[src/hw/rtl/fbpa_pkg.sv]
`timescale 1ns / 1ps

package fbpa_pkg;

  // pool geometry and field widths
  localparam int NUM_BLOCKS = 1024;
  localparam int IDX_W      = 10;
  localparam int CNT_W      = 11;
  localparam int BYTES_W    = 17;
  localparam int ADDR_W     = 32;
  localparam int DATA_W     = 32;
  localparam int PADDR_W    = 4;
  localparam int SPAN_W     = BYTES_W + CNT_W;
  localparam int REM_W      = BYTES_W + IDX_W - 1;
  localparam int PROD_W     = BYTES_W + IDX_W;
  localparam int DIV_CNT_W  = $clog2(IDX_W);

  localparam logic [BYTES_W-1:0] BYTES_MIN = BYTES_W'(4);
  localparam logic [BYTES_W-1:0] BYTES_MAX = BYTES_W'(65536);

  // register word indexes on the config port
  localparam logic [1:0] REG_POOL_BASE   = 2'd0;
  localparam logic [1:0] REG_BLOCK_BYTES = 2'd1;
  localparam logic [1:0] REG_BLK_COUNT   = 2'd2;

  typedef enum logic [1:0] {
    OP_ALLOC = 2'd0,
    OP_FREE  = 2'd1,
    OP_RESET = 2'd2,
    OP_NOP   = 2'd3
  } op_t;

  typedef enum logic [2:0] {
    ST_OK        = 3'd0,
    ST_EXHAUSTED = 3'd1,
    ST_RANGE     = 3'd2,
    ST_MISALIGN  = 3'd3,
    ST_DOUBLE    = 3'd4
  } status_t;

  // controller -> datapath
  typedef struct packed {
    logic    latch;
    logic    div_init;
    logic    div_step;
    logic    pop;
    logic    push_free;
    logic    sweep_step;
    logic    sweep_end;
    logic    emit;
    logic    emit_alloc;
    logic    emit_free;
    status_t status;
  } ctrl_cmd_t;

  // datapath -> controller
  typedef struct packed {
    op_t  op;
    logic depth_zero;
    logic out_of_range;
    logic div_last;
    logic rem_nz;
    logic map_set;
    logic sweep_last;
  } dp_sts_t;

  // block size saturated into the legal range
  function automatic logic [BYTES_W-1:0] eff_bytes(input logic [BYTES_W-1:0] b);
    logic [BYTES_W-1:0] r;
    r = b;
    if (b < BYTES_MIN) r = BYTES_MIN;
    if (b > BYTES_MAX) r = BYTES_MAX;
    return r;
  endfunction

  // block count capped at the pool size
  function automatic logic [CNT_W-1:0] eff_count(input logic [CNT_W-1:0] c);
    logic [CNT_W-1:0] r;
    r = c;
    if (c > CNT_W'(NUM_BLOCKS)) r = CNT_W'(NUM_BLOCKS);
    return r;
  endfunction

endpackage

[src/hw/rtl/fbpa_ctrl.sv]
`timescale 1ns / 1ps

module fbpa_ctrl (
  input  logic                clk,
  input  logic                rst_n,
  input  logic                start,
  output logic                busy,
  output fbpa_pkg::ctrl_cmd_t cmd,
  input  fbpa_pkg::dp_sts_t   sts
);

  typedef enum logic [8:0] {
    S_IDLE   = 9'b000000001,
    S_SWEEP  = 9'b000000010,
    S_DECODE = 9'b000000100,
    S_ARD    = 9'b000001000,
    S_AMUL   = 9'b000010000,
    S_AADD   = 9'b000100000,
    S_FDIV   = 9'b001000000,
    S_FCHK   = 9'b010000000,
    S_FMAP   = 9'b100000000
  } state_t;

  state_t state_r, state_nxt;
  logic   reset_op_r, reset_op_nxt;

  // next state and commands
  always_comb begin
    cmd          = '0;
    cmd.status   = fbpa_pkg::ST_OK;
    state_nxt    = state_r;
    reset_op_nxt = reset_op_r;
    case (state_r)
      S_SWEEP: begin
        cmd.sweep_step = 1'b1;
        if (sts.sweep_last) begin
          cmd.sweep_end = 1'b1;
          cmd.emit      = reset_op_r;
          reset_op_nxt  = 1'b0;
          state_nxt     = S_IDLE;
        end
      end
      S_IDLE: begin
        if (start) begin
          cmd.latch = 1'b1;
          state_nxt = S_DECODE;
        end
      end
      S_DECODE: begin
        case (sts.op)
          fbpa_pkg::OP_ALLOC: begin
            if (sts.depth_zero) begin
              cmd.emit   = 1'b1;
              cmd.status = fbpa_pkg::ST_EXHAUSTED;
              state_nxt  = S_IDLE;
            end else begin
              state_nxt = S_ARD;
            end
          end
          fbpa_pkg::OP_FREE: begin
            if (sts.out_of_range) begin
              cmd.emit   = 1'b1;
              cmd.status = fbpa_pkg::ST_RANGE;
              state_nxt  = S_IDLE;
            end else begin
              cmd.div_init = 1'b1;
              state_nxt    = S_FDIV;
            end
          end
          fbpa_pkg::OP_RESET: begin
            reset_op_nxt = 1'b1;
            state_nxt    = S_SWEEP;
          end
          default: begin
            cmd.emit  = 1'b1;
            state_nxt = S_IDLE;
          end
        endcase
      end
      S_ARD: begin
        state_nxt = S_AMUL;
      end
      S_AMUL: begin
        cmd.pop   = 1'b1;
        state_nxt = S_AADD;
      end
      S_AADD: begin
        cmd.emit       = 1'b1;
        cmd.emit_alloc = 1'b1;
        state_nxt      = S_IDLE;
      end
      S_FDIV: begin
        cmd.div_step = 1'b1;
        if (sts.div_last) begin
          state_nxt = S_FCHK;
        end
      end
      S_FCHK: begin
        if (sts.rem_nz) begin
          cmd.emit   = 1'b1;
          cmd.status = fbpa_pkg::ST_MISALIGN;
          state_nxt  = S_IDLE;
        end else begin
          state_nxt = S_FMAP;
        end
      end
      S_FMAP: begin
        cmd.emit  = 1'b1;
        state_nxt = S_IDLE;
        if (sts.map_set) begin
          cmd.push_free = 1'b1;
          cmd.emit_free = 1'b1;
        end else begin
          cmd.status = fbpa_pkg::ST_DOUBLE;
        end
      end
      default: begin
        state_nxt = S_IDLE;
      end
    endcase
  end

  // power-on starts with a sweep that fills the stack and clears the map
  always_ff @(posedge clk) begin
    if (!rst_n) begin
      state_r    <= S_SWEEP;
      reset_op_r <= 1'b0;
    end else begin
      state_r    <= state_nxt;
      reset_op_r <= reset_op_nxt;
    end
  end

  assign busy = (state_r != S_IDLE);

  a_accept_busy: assert property (@(posedge clk) disable iff (!rst_n)
    (start && !busy) |=> busy)
    else $error("accepted word did not raise busy");

  a_emit_not_idle: assert property (@(posedge clk) disable iff (!rst_n)
    cmd.emit |-> (state_r != S_IDLE))
    else $error("result emitted from idle");

  a_reset_op_sweep: assert property (@(posedge clk) disable iff (!rst_n)
    reset_op_r |-> (state_r == S_SWEEP))
    else $error("pool reset pending outside sweep");

endmodule

[config.mk]
export PLATFORM = sky130hd
export DESIGN_NAME = fbpa_ctrl
export DESIGN_NICKNAME = d
export VERILOG_FILES = /design/src/hw/rtl/fbpa_pkg.sv /design/src/hw/rtl/fbpa_ctrl.sv
export SDC_FILE = /design/constraint.sdc
export NUM_CORES = 1
export LEC_CHECK = 0
export BUFFER_PORTS_ARGS = -buffer_cell sky130_fd_sc_hd__buf_2
export CAP_MARGIN = 0
export CORE_MARGIN = 5
export CORE_UTILIZATION = 45
export DETAILED_ROUTE_END_ITERATION = 10
export HOLD_SLACK_MARGIN = 0.03
export PLACE_DENSITY = 0.7
export SETUP_SLACK_MARGIN = 0.15
export SYNTH_ARGS = -nofsm -noshare
export SYNTH_HDL_FRONTEND = slang
export SYNTH_SLANG_ARGS = --single-unit
[constraint.sdc]
create_clock -name clk -period 2.26 [get_ports clk]
set_input_delay 0.113 -clock clk [delete_from_list [all_inputs] [get_ports clk]]
set_output_delay 0.113 -clock clk [all_outputs]
set_load 0.05 [all_outputs]
==> metrics <==
Period Utilization, post-route=between 90% and 100%; maximum vdd drop=0.3635 mV; maximum number of pins on one net before global-route repair=12; Core Util, Final=between 60% and 70%; largest fanout on the critical path=6; Skew-Pair Late Insertion Delay=about 0.27 ns; kind of path behind the tightest hold check=input port to flip-flop; sequential share of power=between 30 and 40%; number of global-route vias before repair=724; antenna fix cells=0; Finished Cell Area=a little over 900 um^2; Final Hold Fails=0; net total in the final layout=123; CTS tree=done; CP Cell Sequence=nor4_2, nand2_1, nor3b_1, and2_1, buf_2; start-to-end type of the worst setup path=flip-flop to output pin; floorplan row count=14; gpl congestion=0.7482; power share of the clock group=31.1%; master cell of the clock root buffer=sky130_fd_sc_hd__clkbuf_4; overall routing resource usage=16.35%; crit path launch type=flip-flop; average footprint of a synthesized cell=8.214 um^2; fraction of final layout cells sized beyond drive strength 1=a little under half; Post-DP Area=between 800 and 900 um^2; placeable core region=0.001489 mm^2; number of iterations in the first detailed-routing pass=4; combined buffer and inverter count along the critical path=1; achievable clock frequency=481.7 MHz; FF+latch count, synth=10; relative area change from synthesis to final layout=32.44%; Hold-fix buffers, CTS=0; Wirelength per Cell=14.87 um; x dimension of the die=49.39 um; Top Ports=25; initial core utilization=46.89%; ys flop type=sky130_fd_sc_hd__dfxtp_1; HPWL after detailed placement=1430 um; IO buf count=24; number of synthesized flops with an enable pin=0; portion of the post-synthesis area used by sequential elements=28.67%; post-detailed-route DRC marker count=0; Via Count=742; number of failing setup endpoints in the final timing report=0; leakage dissipation=0.4441 nW; via/cell ratio=5.843; Antenna Nets Post-Route=0; Vert. Die Dim=49.39 um; aggregate negative setup slack=0 ns; required time of the critical path=2.15 ns; unrepaired setup endpoints after global routing=true; max-cap viol count=0; power density relative to cell area=approximately 570 mW/mm^2; Internal Power=0.0003464 W; slew of the pin with the lowest slew margin=0.3704 ns; delay contributed by the slowest stage of the critical path=0.40 ns; maximum level of the CTS H-tree=1; maximum clock insertion buffer count=2; Hold WS=between 0.1 and 0.15 ns; global-route wire length before repair=3180 um; Starting DRT DRC Count=19; type of destination of the critical path=output pin; Worst Clk Skew=0.003578 ns; CTS clk-pin slew, worst paths=0.07 ns; number of antenna violations at the first check in global routing=0; Die ar.=0.002439 mm^2; Netlist cell types=41; gr ovfl total=0; relative contribution of combinational cells to total power=between 20% and 30%; Top delay family on crit path=simple AND/OR/NAND/NOR gates; fin worst setup slack=0.1841 ns; post-layout minimum cycle time=2.076 ns; number of buffers created by CTS=3; yosys synthesis warning count=0; arrival time at the worst endpoint=around 2.0 ns; Relative slew margins=75.27%; net count after synthesis=96; share of async-settable or async-resettable flops after synthesis=0%; max-slew violation count=0; Post-Syn Instances=85; switching power share of the total=34.71%; net switching power of the design=about 0.00018 W; Crit-path slowest cell=sky130_fd_sc_hd__dfxtp_1; post-synthesis instance area=roughly 700 um^2; Setup WS pre-CTS=0.4412 ns; Final Routed Wirelength=1888 um; status=complete, no violations; number of sinks handled by clock tree synthesis=10
[cells in the mapped netlist (all sizes together) (2+ instances only)]
cell / instances / area (um^2)
nand3: 3 / 15.01
a31oi: 2 / 12.51
nor3b: 7 / 62.56
nor2: 7 / 28.78
a21oi: 3 / 15.01
clkbuf: 2 / 8.750
inv: 5 / 18.77
and2: 3 / 18.77
nor3: 3 / 20.02
and3: 2 / 12.51
nand2: 8 / 32.54
buf: 2 / 12.51
dfxtp: 10 / 200.2
and4bb: 2 / 25.02
nor4: 3 / 33.78
o21ai: 6 / 30.02
[layout make-up]
cell class              count  area, um^2
flip-flops and latches     10       201.4
multi-input cells          66       501.7
well taps                  16       20.02
fillers                   127       564.3
inverters                   5       18.77
clock buffers               4       36.28
repair buffers             26       146.4
[cell usage in the layout, fill, tap and decap left out, types with 2 or more instances in the layout]
master	n
sky130_fd_sc_hd__buf_2	21
sky130_fd_sc_hd__dfxtp_1	9
sky130_fd_sc_hd__nand2_1	7
sky130_fd_sc_hd__nor2_1	5
sky130_fd_sc_hd__o21ai_0	5
sky130_fd_sc_hd__inv_1	5
sky130_fd_sc_hd__nor3b_2	4
sky130_fd_sc_hd__clkbuf_4	4
sky130_fd_sc_hd__nand3_1	3
sky130_fd_sc_hd__nor3b_1	3
sky130_fd_sc_hd__a21oi_1	3
sky130_fd_sc_hd__buf_4	3
sky130_fd_sc_hd__nor4_2	2
sky130_fd_sc_hd__and3_1	2
sky130_fd_sc_hd__nor2_2	2
sky130_fd_sc_hd__nor3_1	2
sky130_fd_sc_hd__and2_1	2
sky130_fd_sc_hd__and4bb_2	2
sky130_fd_sc_hd__a31oi_1	2
[power groups by stage]
stage | Combinational (W) | Clock (W) | Sequential [W]
after floorplan | 0.000117 | 0 | 0.000199
after global placement | 0.000145 | 0 | 0.000208
after detailed placement | 0.000145 | 0 | 0.000208
after CTS | 0.000145 | 0.000168 | 0.000204
after global routing | 0.000168 | 0.000178 | 0.000211
final | 0.000157 | 0.000165 | 0.000208
[cell families after synthesis]
kind of cell,share of synthesized area (%)
compound gates,19.89
flops,28.67
buf+inv,5.734
simple gates,43.19
xor+xnor,2.509
[layer usage]
layer | up-vias | track usage, % | wire length (um)
li1 | 367 | - | -
met1 | 348 | 18.90 | 828
met2 | 25 | 28.33 | 910
met3 | 2 | 4.893 | 144
met4 | 0 | 5.240 | 4
met5 | - | 0 | 0
[registers in the layout, indices dropped and copies added (netlist names)]
register / count
state_r: 9
reset_op_r: 1
[timing repair]
item,4_1_cts,5_1_grt
resized for setup,1,10
endpoints found under the setup margin,2,10
pin swaps,1,2
setup buffers,0,2
endpoints found under the hold margin,0,0
[worst paths after layout]
| check | startpoint | to | slack (ns) | depth (start not counted) |
|---|---|---|---|---|
| max | state_r[6]$_SDFFE_PN0P_ | cmd[12] | 0.18 | 5 |
| min | rst_n | state_r[1]$_SDFFE_PN1P_ | 0.10 | 2 |
| max reg2reg | state_r[8]$_SDFFE_PN0P_ | state_r[0]$_SDFFE_PN0P_ | 0.54 | 6 |
| min reg2reg | state_r[3]$_SDFFE_PN0P_ | state_r[4]$_SDFFE_PN0P_ | 0.56 | 2 |
[per-stage QoR]
step	std cells	power (W)
finish	127	0.0005306
global route	127	0.0005570
CTS	125	0.0005176
detailed placement	121	0.0003533
global placement	121	0.0003529
floorplan	85	0.0003166
No activity file was read; power rests on OpenSTA's default activity.
